### src/rtl/tsmf_pkg.sv
`default_nettype none
package tsmf_pkg;

    localparam int MAX_PEERS = 8;
    localparam int PEER_AW   = (MAX_PEERS > 1) ? $clog2(MAX_PEERS) : 1;
    localparam int CFG_IW    = 4;
    localparam int CFG_DW    = 48;

    localparam logic [7:0] UNKNOWN_NODE = 8'd255;

    localparam logic [1:0] PH_PROBE  = 2'd1;
    localparam logic [1:0] PH_REPORT = 2'd2;

    typedef enum logic [2:0] {
        ACT_CLEAR = 3'd0,
        ACT_LOAD  = 3'd1,
        ACT_SLOT  = 3'd2,
        ACT_CHECK = 3'd3,
        ACT_TAKE  = 3'd4,
        ACT_SEQ   = 3'd5
    } t_action;

    typedef enum logic [CFG_IW-1:0] {
        REG_OWN_NODE   = 4'd0,
        REG_HOST_NODE  = 4'd1,
        REG_AP_ADDRESS = 4'd2,
        REG_AP_KNOWN   = 4'd3
    } t_reg_index;

    typedef enum logic [1:0] {
        ST_IDLE,
        ST_SCAN,
        ST_WAIT,
        ST_FIN
    } t_state;

    typedef struct packed {
        logic [2:0]  action;
        logic [2:0]  entry_index;
        logic [7:0]  entry_node;
        logic [47:0] mac_address;
        logic [31:0] cycle_number;
        logic [7:0]  slot_number;
        logic [7:0]  sender_node;
        logic [7:0]  listener_node;
        logic [1:0]  phase;
        logic [31:0] seq_value;
    } t_in_item;

    typedef struct packed {
        logic        mac_allowed;
        logic        mac_scheduled;
        logic [7:0]  mac_source_node;
        logic        sample_taken;
        logic        probe_active;
        logic        clear_capture;
        logic        send_probe;
        logic        flush_report;
        logic [31:0] probe_seq;
        logic [31:0] current_cycle;
        logic [7:0]  current_slot;
    } t_out_item;

    typedef struct packed {
        logic [7:0]  own_node;
        logic [7:0]  host_node;
        logic [47:0] ap_address;
        logic        ap_known;
    } t_cfg;

    typedef struct packed {
        logic [7:0]  id;
        logic [47:0] mac;
    } t_peer_entry;

    typedef struct packed {
        logic busy;
        logic out_load;
    } t_eng_status;

endpackage
`default_nettype wire

### src/rtl/tsmf_peer_ram.sv
`default_nettype none
module tsmf_peer_ram (
    input  wire logic                       i_clk,
    input  wire logic                       i_we,
    input  wire logic [tsmf_pkg::PEER_AW-1:0] i_waddr,
    input  wire tsmf_pkg::t_peer_entry      i_wdata,
    input  wire logic                       i_re,
    input  wire logic [tsmf_pkg::PEER_AW-1:0] i_raddr,
    output tsmf_pkg::t_peer_entry           o_rdata
);

    tsmf_pkg::t_peer_entry r_mem [tsmf_pkg::MAX_PEERS];
    tsmf_pkg::t_peer_entry r_rdata;

    always_ff @(posedge i_clk) begin
        if (i_we) begin
            r_mem[i_waddr] <= i_wdata;
        end
    end

    always_ff @(posedge i_clk) begin
        if (i_re) begin
            r_rdata <= r_mem[i_raddr];
        end
    end

    assign o_rdata = r_rdata;

endmodule
`default_nettype wire

### src/rtl/tsmf_engine.sv
`default_nettype none
module tsmf_engine (
    input  wire logic                i_clk,
    input  wire logic                i_rst_n,
    input  wire tsmf_pkg::t_cfg      i_cfg,
    input  wire logic                i_in_valid,
    output logic                     o_in_ready,
    input  wire tsmf_pkg::t_in_item  i_in_data,
    output logic                     o_out_valid,
    input  wire logic                i_out_ready,
    output tsmf_pkg::t_out_item      o_out_data,
    output tsmf_pkg::t_eng_status    o_status
);

    tsmf_pkg::t_state r_state, n_state;

    logic                      r_probe_on,  n_probe_on;
    logic [31:0]               r_slot_cycle, n_slot_cycle;
    logic [7:0]                r_slot_index, n_slot_index;
    logic [7:0]                r_slot_sender, n_slot_sender;
    logic [7:0]                r_slot_listener, n_slot_listener;
    logic                      r_taken, n_taken;
    logic [31:0]               r_kept_cycle, n_kept_cycle;
    logic [7:0]                r_kept_slot, n_kept_slot;
    logic [31:0]               r_local_seq, n_local_seq;
    logic [31:0]               r_last_seq, n_last_seq;
    logic [tsmf_pkg::MAX_PEERS-1:0] r_valid, n_valid;

    logic [47:0]               r_mac;
    logic [tsmf_pkg::PEER_AW-1:0] r_cnt, r_ridx;
    logic                      r_rvld;
    logic                      r_fm, r_fs, r_sm;
    logic [7:0]                r_fid;

    logic                      r_out_valid;
    tsmf_pkg::t_out_item       r_out, n_out;

    logic                      accept, is_check, out_free;
    logic                      rd_en, last_rd, load_out;
    logic                      clr, sendp, flush;
    logic                      is_ap, allowed, sched;
    logic [7:0]                source;
    logic                      hit_mac, hit_id;
    logic                      we;
    tsmf_pkg::t_peer_entry     rdata, wdata;

    assign out_free = !r_out_valid || i_out_ready;
    assign accept   = i_in_valid && o_in_ready;
    assign is_check = (i_in_data.action == 3'(tsmf_pkg::ACT_CHECK));
    assign last_rd  = (r_cnt == tsmf_pkg::PEER_AW'(tsmf_pkg::MAX_PEERS - 1));

    always_comb begin
        n_state = r_state;
        case (r_state)
            tsmf_pkg::ST_IDLE: begin
                if (accept && is_check) n_state = tsmf_pkg::ST_SCAN;
            end
            tsmf_pkg::ST_SCAN: begin
                if (last_rd) n_state = tsmf_pkg::ST_WAIT;
            end
            tsmf_pkg::ST_WAIT: n_state = tsmf_pkg::ST_FIN;
            tsmf_pkg::ST_FIN:  n_state = tsmf_pkg::ST_IDLE;
            default:           n_state = tsmf_pkg::ST_IDLE;
        endcase
    end

    always_comb begin
        o_in_ready = 1'b0;
        rd_en      = 1'b0;
        load_out   = 1'b0;
        case (r_state)
            tsmf_pkg::ST_IDLE: begin
                o_in_ready = out_free;
                load_out   = accept && !is_check;
            end
            tsmf_pkg::ST_SCAN: rd_en    = 1'b1;
            tsmf_pkg::ST_FIN:  load_out = 1'b1;
            default: ;
        endcase
    end

    // slot state and table writes
    always_comb begin
        n_probe_on      = r_probe_on;
        n_slot_cycle    = r_slot_cycle;
        n_slot_index    = r_slot_index;
        n_slot_sender   = r_slot_sender;
        n_slot_listener = r_slot_listener;
        n_taken         = r_taken;
        n_kept_cycle    = r_kept_cycle;
        n_kept_slot     = r_kept_slot;
        n_local_seq     = r_local_seq;
        n_last_seq      = r_last_seq;
        n_valid         = r_valid;
        clr             = 1'b0;
        sendp           = 1'b0;
        flush           = 1'b0;
        we              = 1'b0;
        if (accept) begin
            case (i_in_data.action)
                3'(tsmf_pkg::ACT_CLEAR): n_valid = '0;
                3'(tsmf_pkg::ACT_LOAD): begin
                    if (32'(i_in_data.entry_index) < 32'(tsmf_pkg::MAX_PEERS)) begin
                        we = 1'b1;
                        n_valid[tsmf_pkg::PEER_AW'(i_in_data.entry_index)] = 1'b1;
                    end
                end
                3'(tsmf_pkg::ACT_SLOT): begin
                    n_slot_cycle    = i_in_data.cycle_number;
                    n_slot_index    = i_in_data.slot_number;
                    n_slot_sender   = i_in_data.sender_node;
                    n_slot_listener = i_in_data.listener_node;
                    n_taken         = 1'b0;
                    n_probe_on      = 1'b0;
                    if (i_in_data.phase == tsmf_pkg::PH_PROBE) begin
                        n_probe_on = 1'b1;
                        clr = (i_in_data.slot_number == 8'd0);
                        if (i_in_data.sender_node == i_cfg.own_node) begin
                            n_local_seq = r_local_seq + 32'd1;
                            n_last_seq  = r_local_seq + 32'd1;
                            sendp       = 1'b1;
                        end
                    end else if (i_in_data.phase == tsmf_pkg::PH_REPORT) begin
                        flush = (i_in_data.sender_node == i_cfg.own_node);
                    end
                end
                3'(tsmf_pkg::ACT_TAKE): begin
                    n_kept_cycle = r_slot_cycle;
                    n_kept_slot  = r_slot_index;
                    n_taken      = 1'b1;
                end
                3'(tsmf_pkg::ACT_SEQ): n_last_seq = i_in_data.seq_value;
                default: ;
            endcase
        end
    end

    assign wdata.id  = i_in_data.entry_node;
    assign wdata.mac = i_in_data.mac_address;

    tsmf_peer_ram u_ram (
        .i_clk   (i_clk),
        .i_we    (we),
        .i_waddr (tsmf_pkg::PEER_AW'(i_in_data.entry_index)),
        .i_wdata (wdata),
        .i_re    (rd_en),
        .i_raddr (r_cnt),
        .o_rdata (rdata)
    );

    assign hit_mac = r_valid[r_ridx] && (rdata.mac == r_mac);
    assign hit_id  = r_valid[r_ridx] && (rdata.id == r_slot_sender);

    // frame verdict from the finished scan
    always_comb begin
        is_ap   = i_cfg.ap_known && (r_mac == i_cfg.ap_address);
        allowed = 1'b0;
        source  = tsmf_pkg::UNKNOWN_NODE;
        sched   = 1'b0;
        if (r_state == tsmf_pkg::ST_FIN) begin
            allowed = is_ap || r_fm;
            if (is_ap) begin
                source = i_cfg.host_node;
            end else if (r_fm) begin
                source = r_fid;
            end
            if (r_probe_on) begin
                if (r_slot_sender == i_cfg.host_node) begin
                    sched = ((r_slot_listener == 8'd0) || (r_slot_listener == i_cfg.own_node))
                            && is_ap;
                end else begin
                    sched = r_fs && r_sm;
                end
            end
        end
    end

    always_comb begin
        n_out.mac_allowed     = allowed;
        n_out.mac_scheduled   = sched;
        n_out.mac_source_node = source;
        n_out.sample_taken    = n_taken && (n_kept_cycle == n_slot_cycle)
                                && (n_kept_slot == n_slot_index);
        n_out.probe_active    = n_probe_on;
        n_out.clear_capture   = clr;
        n_out.send_probe      = sendp;
        n_out.flush_report    = flush;
        n_out.probe_seq       = n_last_seq;
        n_out.current_cycle   = n_slot_cycle;
        n_out.current_slot    = n_slot_index;
    end

    always_ff @(posedge i_clk) begin
        if (!i_rst_n) begin
            r_state         <= tsmf_pkg::ST_IDLE;
            r_probe_on      <= 1'b0;
            r_slot_cycle    <= '0;
            r_slot_index    <= '0;
            r_slot_sender   <= '0;
            r_slot_listener <= '0;
            r_taken         <= 1'b0;
            r_kept_cycle    <= '0;
            r_kept_slot     <= '0;
            r_local_seq     <= '0;
            r_last_seq      <= '0;
            r_valid         <= '0;
            r_cnt           <= '0;
            r_rvld          <= 1'b0;
            r_fm            <= 1'b0;
            r_fs            <= 1'b0;
            r_out_valid     <= 1'b0;
        end else begin
            r_state         <= n_state;
            r_probe_on      <= n_probe_on;
            r_slot_cycle    <= n_slot_cycle;
            r_slot_index    <= n_slot_index;
            r_slot_sender   <= n_slot_sender;
            r_slot_listener <= n_slot_listener;
            r_taken         <= n_taken;
            r_kept_cycle    <= n_kept_cycle;
            r_kept_slot     <= n_kept_slot;
            r_local_seq     <= n_local_seq;
            r_last_seq      <= n_last_seq;
            r_valid         <= n_valid;
            r_rvld          <= rd_en;
            if (accept) begin
                r_cnt <= '0;
                r_fm  <= 1'b0;
                r_fs  <= 1'b0;
            end else begin
                if (rd_en && !last_rd) r_cnt <= r_cnt + 1'b1;
                if (r_rvld && hit_mac) r_fm <= 1'b1;
                if (r_rvld && hit_id)  r_fs <= 1'b1;
            end
            if (load_out) begin
                r_out_valid <= 1'b1;
            end else if (i_out_ready) begin
                r_out_valid <= 1'b0;
            end
        end
    end

    always_ff @(posedge i_clk) begin
        if (accept) r_mac <= i_in_data.mac_address;
        r_ridx <= r_cnt;
        if (r_rvld && hit_mac && !r_fm) r_fid <= rdata.id;
        if (r_rvld && hit_id && !r_fs)  r_sm  <= (rdata.mac == r_mac);
        if (load_out) r_out <= n_out;
    end

    assign o_out_valid       = r_out_valid;
    assign o_out_data        = r_out;
    assign o_status.busy     = (r_state != tsmf_pkg::ST_IDLE);
    assign o_status.out_load = load_out;

endmodule
`default_nettype wire

### src/rtl/tdma_slot_mac_filter_unit.sv
`default_nettype none
// Time-slotted frame filter. One beat in, one beat out. A check-frame beat
// scans the peer table through its single read port, one entry per cycle,
// and returns its result after the SCAN, WAIT and FIN states; all other
// actions return their result in the cycle after acceptance.
// A new beat is taken once the previous one has finished and the output
// register is free or being drained. Config writes are taken every cycle.
module tdma_slot_mac_filter_unit (
    input  wire logic                              i_clk,
    input  wire logic                              i_rst_n,
    input  wire logic                              i_cfg_valid,
    output logic                                   o_cfg_ready,
    input  wire logic [tsmf_pkg::CFG_IW-1:0]       i_cfg_index,
    input  wire logic [tsmf_pkg::CFG_DW-1:0]       i_cfg_data,
    input  wire logic                              i_in_valid,
    output logic                                   o_in_ready,
    input  wire tsmf_pkg::t_in_item                i_in_data,
    output logic                                   o_out_valid,
    input  wire logic                              i_out_ready,
    output tsmf_pkg::t_out_item                    o_out_data
);

    tsmf_pkg::t_cfg        r_cfg;
    tsmf_pkg::t_eng_status status;

    assign o_cfg_ready = 1'b1;

    always_ff @(posedge i_clk) begin
        if (!i_rst_n) begin
            r_cfg.own_node   <= 8'd1;
            r_cfg.host_node  <= 8'd0;
            r_cfg.ap_address <= '0;
            r_cfg.ap_known   <= 1'b0;
        end else if (i_cfg_valid) begin
            case (i_cfg_index)
                tsmf_pkg::REG_OWN_NODE:   r_cfg.own_node   <= i_cfg_data[7:0];
                tsmf_pkg::REG_HOST_NODE:  r_cfg.host_node  <= i_cfg_data[7:0];
                tsmf_pkg::REG_AP_ADDRESS: r_cfg.ap_address <= i_cfg_data[47:0];
                tsmf_pkg::REG_AP_KNOWN:   r_cfg.ap_known   <= i_cfg_data[0];
                default: ;
            endcase
        end
    end

    tsmf_engine u_engine (
        .i_clk       (i_clk),
        .i_rst_n     (i_rst_n),
        .i_cfg       (r_cfg),
        .i_in_valid  (i_in_valid),
        .o_in_ready  (o_in_ready),
        .i_in_data   (i_in_data),
        .o_out_valid (o_out_valid),
        .i_out_ready (i_out_ready),
        .o_out_data  (o_out_data),
        .o_status    (status)
    );

    a_busy_blocks_input: assert property (@(posedge i_clk) disable iff (!i_rst_n)
        status.busy |-> !o_in_ready)
        else $error("input ready while scan in progress");

    a_load_gives_valid: assert property (@(posedge i_clk) disable iff (!i_rst_n)
        status.out_load |=> o_out_valid)
        else $error("result load did not raise output valid");

    a_clear_in_probe: assert property (@(posedge i_clk) disable iff (!i_rst_n)
        o_out_valid && o_out_data.clear_capture |-> o_out_data.probe_active)
        else $error("capture clear outside probe slot");

    a_pulses_exclusive: assert property (@(posedge i_clk) disable iff (!i_rst_n)
        o_out_valid |-> !(o_out_data.send_probe && o_out_data.flush_report))
        else $error("probe and flush pulsed together");

endmodule
`default_nettype wire

### config.mk
export PLATFORM = sky130hd
export DESIGN_NAME = tdma_slot_mac_filter_unit
export DESIGN_NICKNAME = d
export VERILOG_FILES = /design/src/rtl/tsmf_pkg.sv /design/src/rtl/tsmf_peer_ram.sv /design/src/rtl/tsmf_engine.sv /design/src/rtl/tdma_slot_mac_filter_unit.sv
export SDC_FILE = /design/constraint.sdc
export NUM_CORES = 1
export LEC_CHECK = 0
export BUFFER_PORTS_ARGS = -buffer_cell sky130_fd_sc_hd__buf_2
export CAP_MARGIN = 20
export CORE_MARGIN = 10
export CORE_UTILIZATION = 47
export CTS_CLUSTER_DIAMETER = 50
export DETAILED_ROUTE_END_ITERATION = 7
export PLACE_DENSITY_LB_ADDON = 0.1
export SYNTH_ARGS = -nofsm -noshare
export SYNTH_HDL_FRONTEND = slang
export SYNTH_SLANG_ARGS = --single-unit
### constraint.sdc
create_clock -name i_clk -period 9.5 [get_ports i_clk]
set_input_delay 0.95 -clock i_clk [delete_from_list [all_inputs] [get_ports i_clk]]
set_output_delay 0.95 -clock i_clk [all_outputs]
set_load 0.01 [all_outputs]
==> results.py, run 1 <==
metrics = {
    "pwr": {
        "clockPowerShare_pct": 42.6,
        "power_density_nw_per_um2": 225,
        "p_switching_mw": 2.18,
        "intPower_mw": 7.12,
        "pwr-share-seq_pct": 48.9,
        "p_leak_nw": 14.0,
        "irDropWorstVdd_uv": 152,
        "switching_share_pct": 23.4,
        "p_comb_share_pct": 8.5,
    },
    "run_status": {
        "status": "finished, final reports clean",
    },
    "finish": {
        "fin_util_pct": 55.5,
        "drive_gt1_share_pct": 24.8,
        "fin_cells": 3774,
        "syn_to_final_growth_pct": 17.2,
        "nNetsFinal": 2930,
    },
    "timing": {
        "fin_tns_setup_ns": 0,
        "hold_ws_ns": 0.350,
        "slew-limit-headroom_pct": 24.8,
        "worst_slew_pin_slew_ns": 1.13,
        "drv_slew": 0,
        "skew_ns": 0.0121,
        "fin_crit_ns": 3.99,
        "setup_viol": 0,
        "hold_viol_final": 0,
        "max_freq_mhz": 251,
        "timing.final.crit_share_pct": 42.0,
        "rsz0062_at_grt": "no",
    },
    "global_route": {
        "antenna_found_initial": 14,
        "grt_pass1_vias": 21500,
        "grt_max_degree": 106,
        "grtUsageTotal_pct": 20.3,
        "grt-ovfl-total": 0,
        "grt_pass1_wl_um": 133000,
    },
    "logic_synthesis": {
        "syn_avg_cell_area_um2": 14.7,
        "synth_top_family_by_area": "multiplexers",
        "ys_ff_latch": 895,
        "syn-num-nets": 2620,
        "synth_top_cell_area_share_pct": 55.2,
        "synthMuxAreaShare_pct": 10.5,
        "syn_inst": 2403,
        "synth_edf_count": 648,
        "syn_area_um2": 35300,
        "synth.most_common_cell": "edfxtp_1",
        "synthAdderAreaFrac_pct": 0.284,
        "synthSimpleGateAreaFrac_pct": 8.55,
        "synth_xor_area_share_pct": 5.02,
        "synth.distinct_cells": 63,
        "synthTopCellsByCount": "648 x edfxtp_1, 265 x nand2_1, 247 x dfxtp_1, 139 x a21oi_1, 131 x nor2_1",
        "synth_ff_type": "edfxtp_1",
        "synth_top_area_cell": "edfxtp_1",
        "synth_compound_area_share_pct": 4.56,
        "yosysSeqAreaShare_pct": 69.2,
        "ys_warn_count": 0,
        "synth_area_leaders": "edfxtp_1 55%, dfxtp_1 14%, mux4_2 7.3%",
        "ys_async_sr_fraction_pct": 0,
    },
    "hold_path": {
        "hp-class": "reg2reg",
    },
    "route": {
        "drcViolationCount": 0,
        "vias": 21000,
        "ant_nets": 0,
        "viasPerCell": 5.56,
        "routed_wl_um": 88900,
        "drtIter0Drc": 1493,
        "routedWlPerCell_um": 23.6,
        "firstDrtPassIters": 5,
    },
    "clocking": {
        "post_cts_buffers": 0,
        "cts-htree-levels": 3,
        "numCtsBuffers": 102,
        "cts_root_buf": "clkbuf_16",
        "holdBufCountCts": 0,
        "cts.sinks": 895,
        "ctsResizeCount": 0,
        "clk_pin_slew_ns": 0.06,
        "clockBufferDepth": 3,
        "cts_tree": "built",
        "clock_latency_ns": 0.65,
    },
    "setup_path": {
        "cpMaxStageDelayCell": "buf_4",
        "cp_top_family": "buffers and inverters",
        "worstSetupStartpointType": "flop",
        "cp-end-kind": "flop",
        "cp_max_fo": 53,
        "crit_type": "reg2reg",
        "required_ns": 10.03,
        "cp_cell_sequence": "inv_1, ha_1, and2_1, nand2_1, inv_2, buf_4, and3_1, buf_4, nor2_2, buf_4, a22oi_1, o21ai_0, and2_1",
        "crit_path_frequent_cell": "buf_4",
        "cp_num_buf_inv": 5,
        "crit_path_max_incr_delay_ns": 0.71,
        "worstPathArrival_ns": 4.52,
    },
    "die": {
        "core_um2": 74400,
        "die_y_um": 294,
        "die_width_um": 294,
        "die-area_um2": 86400,
        "ioPinCount": 299,
        "start_util_pct": 47.4,
        "num_rows": 100,
    },
    "placement": {
        "routabilityCongestion": 0.843,
        "place_inst": 3577,
        "post-dp-hpwl_um": 55700,
        "portBuffers": 297,
    },
    "flow_run": {
        "cap_violations": 0,
    },
}
## state kept, by name, summed over array words and instances, names as in the netlist, 32 cells and up
register and cells:
u_engine.r_mac 48, u_engine.o_out_data 87, u_engine.r_kept_cycle 32, u_engine.r_last_seq 32, u_engine.r_local_seq 32, u_engine.r_slot_cycle 32, r_cfg 65, u_engine.u_ram.o_rdata 56
u_engine.u_ram.r_mem 448
## worst register-to-register path, cell delays in order (launching register included)
cell	delay (ns)
dfxtp_1	0.34
inv_1	0.09
ha_1	0.25
and2_1	0.54
nand2_1	0.33
inv_2	0.12
buf_4	0.71
and3_1	0.29
buf_4	0.32
nor2_2	0.14
buf_4	0.24
a22oi_1	0.17
o21ai_0	0.14
and2_1	0.19
## cell usage in the layout, fill, tap and decap left out, types with 55 or more instances in the layout
cell       Yosys  routed
a21oi_1      139     139
and2_1        55      55
buf_2          3     297
clkbuf_16      0     106
dfxtp_1      247     244
edfxtp_1     648     648
mux2_2        64      64
mux4_2       114     114
nand2_1      265     265
nor2_1       131     120
xnor2_1       92      92
xor2_1       110     110
## final timing paths
kind,start,endpoint,slack (ns),cells after the start
worst min register to register,u_engine.r_cnt[2],u_engine.r_ridx[2],0.35,0
worst max register to register,u_engine.r_state[1],u_engine.r_last_seq[25],5.51,13
worst max-delay path,u_engine.r_state[1],u_engine.r_last_seq[25],5.51,13
worst min-delay path,u_engine.r_cnt[2],u_engine.r_ridx[2],0.35,0
## area by class of cell
type                    count  area (um2)
inverters                  47         181
repair buffers            328        1750
clock buffers             127        2750
diodes                      6        15.0
multi-input cells        1339       10300
flip-flops and latches    895       24400
well taps                 969        1210
clock inverters            63         703
fillers                  6069       33100
## stage by stage
| stage | power, mW | area, um2 | setup slack [ns] |
|---|---|---|---|
| floorplan | 5.07 | 35300 | 2.60 |
| detailed placement | 5.44 | 37800 | 5.15 |
| finish | 9.30 | 41300 | 5.51 |
| global route | 9.63 | 41300 | 5.17 |
| global placement | 5.42 | 37800 | 5.22 |
| CTS | 9.41 | 41300 | 5.57 |
## layer usage
layer	up-vias	track usage, %	part of all wire, %
met5	-	0	0.072
met4	8	5.49	2.4
met3	148	4.39	6.3
met2	662	33.1	48
met1	10600	27.2	43
li1	9566	-	-
## power groups by stage
stage / Combinational (mW) / Sequential (mW) / Clock (mW)
CTS: 0.810 / 4.55 / 4.05
detailed placement: 0.806 / 4.63 / 0
floorplan: 0.431 / 4.63 / 0
global route: 0.861 / 4.56 / 4.21
global placement: 0.796 / 4.63 / 0
finish: 0.791 / 4.54 / 3.96
## cells by family (layout without fill, tap and decap cells)
logic type,after synthesis,after routing
buf+inv,169,565
mux,219,219
other cells,1,7
simple gates,646,646
compound gates,263,263
flops,895,895
fa+ha+maj,8,8
xor+xnor,202,202
Power figures use the tool's default switching activity.
==> inputs of run 2 (changes only) <==
Clock period 9.5 ns to 3.2 ns, I/O delays scaled along.
==> run 2 against run 1 <==
Net effect: sequential cell count is the same; register-to-register slack lost 5.3 ns; sequential power rose to 3.0 times the previous value; critical path type unchanged; largest cell class unchanged.
==> results.py, run 2 (synthesis results as in run 1) <==
metrics = {
    "pwr": {
        "power_density_nw_per_um2": 647,
        "p_leak_nw": 15.1,
        "pwr-share-seq_pct": 47.6,
        "intPower_mw": 21.7,
        "irDropWorstVdd_uv": 463,
        "p_switching_mw": 6.66,
        "p_comb_share_pct": 9.5,
        "clockPowerShare_pct": 42.9,
        "switching_share_pct": 23.5,
    },
    "clocking": {
        "numCtsBuffers": 105,
        "cts_root_buf": "clkbuf_16",
        "clockBufferDepth": 3,
        "cts-htree-levels": 3,
        "cts_tree": "built",
        "clock_latency_ns": 0.66,
        "clk_pin_slew_ns": 0.06,
        "cts.sinks": 895,
    },
    "timing": {
        "skew_ns": 0.0250,
        "worst_slew_pin_slew_ns": 1.04,
        "max_freq_mhz": 337,
        "slew-limit-headroom_pct": 30.4,
        "fin_crit_ns": 2.97,
        "fin_tns_setup_ns": 0,
        "hold_ws_ns": 0.0377,
        "rsz0062_at_grt": "no",
        "timing.final.crit_share_pct": 92.7,
        "final.setup.worst_slack_ns": 0.234,
        "hold_viol_final": 0,
        "drv_slew": 0,
        "setup_viol": 0,
    },
    "global_route": {
        "top_usage_layer": "met2",
        "grtUsageTotal_pct": 20.9,
        "grt_pass1_vias": 22400,
        "grt-ovfl-total": 0,
        "grt_pass1_wl_um": 138000,
        "antenna_found_initial": 7,
        "grt.met3_usage_pct": 4.66,
        "grt_max_degree": 75,
        "grtUsageMet2_pct": 34.9,
        "global_route.usage.met1_pct": 27.4,
    },
    "finish": {
        "drive_gt1_share_pct": 25.6,
        "final_cell_mix": "648 x edfxtp_1, 297 x buf_2, 264 x nand2_1",
        "layout_commonest_cell": "edfxtp_1",
        "fin_cells": 3994,
        "nNetsFinal": 3145,
        "largest_reg_flops": 448,
        "regMostFlops": "u_engine.u_ram.r_mem",
        "syn_to_final_growth_pct": 24.1,
    },
    "setup_path": {
        "crit_path_max_incr_delay_ns": 0.52,
        "r2r.worst_path.cells": 11,
        "cp-end-kind": "flop",
        "setup.worst_path.start": "u_engine.r_state[1]",
        "cpMaxStageDelayCell": "a2111oi_0",
        "cp_top_family": "compound AO/OA/AOI/OAI gates",
        "path_depth": 11,
        "cp_num_buf_inv": 4,
        "crit_path_end": "u_engine.o_out_data[76]",
        "timing.rr.start": "u_engine.r_state[1]",
        "crit_type": "reg2reg",
        "worstPathArrival_ns": 3.44,
        "required_ns": 3.67,
        "reg2reg_setup_slack_ns": 0.23,
        "worstSetupStartpointType": "flop",
        "cp_max_fo": 17,
        "crit_path_frequent_cell": "buf_4",
        "r2r_end": "u_engine.o_out_data[76]",
        "cp_cell_sequence": "inv_2, ha_4, nand2_1, buf_4, nor3_2, buf_4, buf_4, mux2i_1, a2111oi_0, nand3_1, a2111oi_2",
    },
    "flow_run": {
        "cap_violations": 0,
    },
    "die": {
        "die-area_um2": 86400,
        "die_width_um": 294,
        "ioPinCount": 299,
        "num_rows": 100,
        "die_y_um": 294,
        "core_um2": 74400,
        "start_util_pct": 47.4,
    },
    "placement": {
        "pre_cts_slack_ns": -0.200,
        "portBuffers": 297,
        "routabilityCongestion": 0.877,
        "post-dp-hpwl_um": 59600,
        "place_inst": 3634,
    },
    "route": {
        "viasPerCell": 5.47,
        "ant_nets": 0,
        "drcViolationCount": 0,
        "routed_wl_um": 91400,
        "routedWlPerCell_um": 22.9,
        "drtIter0Drc": 1544,
        "firstDrtPassIters": 5,
        "vias": 21800,
    },
    "run_status": {
        "status": "finished, final reports clean",
    },
    "hold_path": {
        "hp-class": "in2reg",
    },
}
[run 2: cell types whose count changed in the layout (fill, tap and decap cells not counted), sizes merged]
cell,previous run,this run
dlygate4sd3,0,152
buf,328,388
clkbuf,127,142
clkinv,38,29
inv,52,59
bufinv,12,10
clkinvlp,8,6
diode,6,5
[run 2: cell type report]
| type | instances | area [um2] |
|---|---|---|
| antenna | 5 | 12.5 |
| clock buffer | 142 | 2970 |
| clock inverter | 57 | 629 |
| fill | 5798 | 30700 |
| inverter | 47 | 185 |
| multi-input combinational | 1339 | 10300 |
| sequential | 895 | 24400 |
| tap | 969 | 1210 |
| timing repair buffer | 540 | 4000 |
[run 2: what timing repair did]
action	4_1_cts	5_1_grt
endpoints found under the setup margin	1	1
hold endpoints to repair	607	0
hold buffers	152	0
setup buffers	0	4
pin swaps	1	1
gates resized for setup	0	0
[run 2: per-layer routing]
| layer | wire (um) | vias up |
|---|---|---|
| li1 | - | 10000 |
| met1 | 38600 | 11000 |
| met2 | 44900 | 693 |
| met3 | 5930 | 125 |
| met4 | 1960 | 8 |
| met5 | 39 | - |
[run 2: worst min-delay path: stages]
cell and delay (ns):
buf_2 0.09, a22oi_1 0.06, o21ai_0 0.08
[run 2: worst min path at each step]
stage | endpoint | cells after the start | start | slack (ns)
CTS | u_engine.o_out_data[52] | 3 | i_in_data[12] | 0.002
finish | u_engine.o_out_data[52] | 3 | i_in_data[12] | 0.04
floorplan | u_engine.r_ridx[1] | 0 | u_engine.r_cnt[1] | 0.35
global route | u_engine.u_ram.r_mem[3][19] | 1 | i_in_data[109] | 0.01
detailed placement | u_engine.r_kept_cycle[12] | 2 | u_engine.r_slot_cycle[12] | 0.45
global placement | u_engine.r_kept_cycle[17] | 2 | u_engine.r_slot_cycle[17] | 0.44
[run 2: power by group through the flow]
stage                     Clock, mW  Sequential, mW  Combinational, mW
after floorplan                   0            13.7               1.32
after global placement            0            13.7               2.56
after detailed placement          0            13.7               2.58
after CTS                      12.4            13.5               2.75
after global routing           12.9            13.5               2.92
final                          12.1            13.5               2.70
[run 2: through the flow]
stage	util (%)	area, um2	power (mW)
floorplan	-	35400	15.0
global placement	51.8	38600	16.3
detailed placement	51.8	38600	16.3
CTS	58.7	43700	28.6
global route	58.8	43800	29.3
finish	58.8	43800	28.3
==> inputs of run 3 (changes only) <==
Settings changed: PLACE_DENSITY set to 0.73, PLACE_DENSITY_LB_ADDON 0.1 to not set.
==> run 3 against run 2 <==
Net effect: global-route usage is 0.45 points higher; sequential cell count stayed put; critical path type unchanged; highest routed layer unchanged; wire length is 2.6% higher; critical path depth is 1 lower; clock-buffer cell count is 12 lower; maximum frequency is 0.71% lower; sequential power hardly changed; clock skew is 0.013 ns higher; register-to-register slack worse by 0.02 ns.
==> results.py, run 3 (synthesis results as in run 1) <==
metrics = {
    "timing": {
        "worst_slew_pin_slew_ns": 1.01,
        "skew_ns": 0.0377,
        "setup_viol": 0,
        "fin_tns_setup_ns": 0,
        "timing.final.crit_share_pct": 93.4,
        "fin_crit_ns": 2.99,
        "final.setup.worst_slack_ns": 0.212,
        "max_freq_mhz": 335,
        "hold_ws_ns": 0.0277,
        "hold_viol_final": 0,
        "drv_slew": 0,
        "slew-limit-headroom_pct": 32.7,
    },
    "die": {
        "die_y_um": 294,
        "num_rows": 100,
        "core_um2": 74400,
        "die-area_um2": 86400,
        "start_util_pct": 47.4,
        "die_width_um": 294,
        "ioPinCount": 299,
    },
    "placement": {
        "portBuffers": 297,
        "pre_cts_slack_ns": -0.0152,
        "routabilityCongestion": 0.891,
        "post-dp-hpwl_um": 60600,
    },
    "clocking": {
        "numCtsBuffers": 97,
        "cts_root_buf": "clkbuf_16",
        "cts.sinks": 895,
        "clk_pin_slew_ns": 0.06,
        "cts-htree-levels": 3,
        "clock_latency_ns": 0.65,
        "cts_tree": "built",
        "clockBufferDepth": 3,
    },
    "setup_path": {
        "cpMaxStageDelayCell": "a2111oi_2",
        "crit_path_max_incr_delay_ns": 0.42,
        "setup.worst_path.start": "u_engine.r_state[1]",
        "worstSetupStartpointType": "flop",
        "required_ns": 3.66,
        "cp_max_fo": 11,
        "cp_top_family": "simple AND/OR/NAND/NOR gates",
        "worstPathArrival_ns": 3.45,
        "timing.rr.start": "u_engine.r_state[1]",
        "cp_num_buf_inv": 2,
        "cp_cell_sequence": "inv_2, ha_4, nand2_1, buf_4, o31ai_2, a21oi_1, nor4b_1, and4_1, nand4_1, a2111oi_2",
        "crit_type": "reg2reg",
        "cp-end-kind": "flop",
    },
    "hold_path": {
        "hold_start": "i_cfg_data[1]",
        "hp-class": "in2reg",
    },
    "route": {
        "routed_wl_um": 93800,
        "viasPerCell": 5.59,
        "vias": 22100,
        "ant_nets": 0,
        "routedWlPerCell_um": 23.7,
        "drcViolationCount": 0,
        "firstDrtPassIters": 5,
        "drtIter0Drc": 1855,
    },
    "finish": {
        "regMostFlops": "u_engine.u_ram.r_mem",
        "drive_gt1_share_pct": 25.2,
        "syn_to_final_growth_pct": 23.0,
        "ff_latch_area_um2": 24400,
        "nNetsFinal": 3123,
        "largest_reg_flops": 448,
        "fillCellCount": 5576,
        "layout_commonest_cell": "edfxtp_1",
        "multi_input_area_um2": 10400,
        "final_cell_mix": "648 x edfxtp_1, 297 x buf_2, 264 x nand2_1",
    },
    "global_route": {
        "grt_pass1_wl_um": 142000,
        "grt-ovfl-total": 0,
        "grt_pass1_vias": 22900,
        "grt_max_degree": 77,
        "grtUsageTotal_pct": 21.4,
        "antenna_found_initial": 9,
    },
    "pwr": {
        "power_density_nw_per_um2": 632,
        "intPower_mw": 20.8,
        "clockPowerShare_pct": 40.8,
        "p_leak_nw": 14.9,
        "p_comb_share_pct": 10.2,
        "p_switching_mw": 6.58,
        "switching_share_pct": 24.0,
        "pwr-share-seq_pct": 49.0,
        "irDropWorstVdd_uv": 529,
    },
    "run_status": {
        "status": "finished, final reports clean",
    },
    "flow_run": {
        "cap_violations": 0,
    },
}
==> run 3: cell count changes in the layout (fill, tap and decap cells not counted), moves of 3 or more <==
cell | before | now
buf_4 | 66 | 53
bufinv_16 | 10 | 6
clkbuf_1 | 22 | 19
clkbuf_16 | 112 | 100
clkbuf_2 | 3 | 0
clkbuf_8 | 5 | 11
clkinv_1 | 9 | 13
clkinv_2 | 17 | 12
dlygate4sd3_1 | 152 | 149
inv_8 | 1 | 4
o31ai_1 | 10 | 4
o31ai_2 | 0 | 5
==> run 3: path summary, 6_finish.rpt <==
kind	end	slack, ns	depth (start not counted)
worst min-delay path	r_cfg[2]	0.03	3
worst max-delay path	u_engine.o_out_data[76]	0.21	10
worst max register to register	u_engine.o_out_data[76]	0.21	10
worst min register to register	u_engine.r_kept_slot[7]	0.44	2
==> run 3: layout make-up <==
class                      count  share of cell area, %
sequential                   895                   56.3
clock buffer                 130                   6.28
tap                          969                   2.79
inverter                      47                  0.427
multi-input combinational   1339                   24.0
clock inverter                52                   1.19
antenna                        5                 0.0288
timing repair buffer         526                   9.02
==> run 3: power groups by stage <==
stage	registers [mW]	logic [mW]	clock network [mW]
floorplan	13.7	1.32	0
global placement	13.7	2.60	0
detailed placement	13.7	2.64	0
CTS	13.4	2.81	11.3
global route	13.5	3.00	11.8
finish	13.4	2.79	11.2
==> run 3: what timing repair did <==
action,in CTS,in global routing
setup endpoints to repair,0,1
hold endpoints to repair,594,0
resized for setup,0,13
hold buffers,149,0
setup buffers,0,0
==> run 3: layer usage <==
metal	up-vias	GRT usage, %	routed length, um
met4	2	6.23	2180
met3	146	3.66	6790
met1	11100	27.7	38000
met5	-	0	7
met2	917	36.5	46800
li1	9963	-	-
==> run 3: through the flow <==
step	total power, mW	utilization (%)	instances	area [um2]
detailed placement	16.3	51.8	3625	38500
floorplan	15.0	-	2403	35400
global route	28.3	58.3	3961	43400
CTS	27.6	58.1	3956	43300
global placement	16.3	51.8	3625	38500
finish	27.4	58.3	3963	43400
==> run 3: worst reg2reg max path: cells and delay by family, from the launching register on <==
family,cells,cell delay (ns)
DFF,1,0.34
AOI/OAI and AO/OA,3,0.86
and+or+nand+nor,4,1.13
adders and majority gates,1,0.16
buffers and inverters,2,0.33
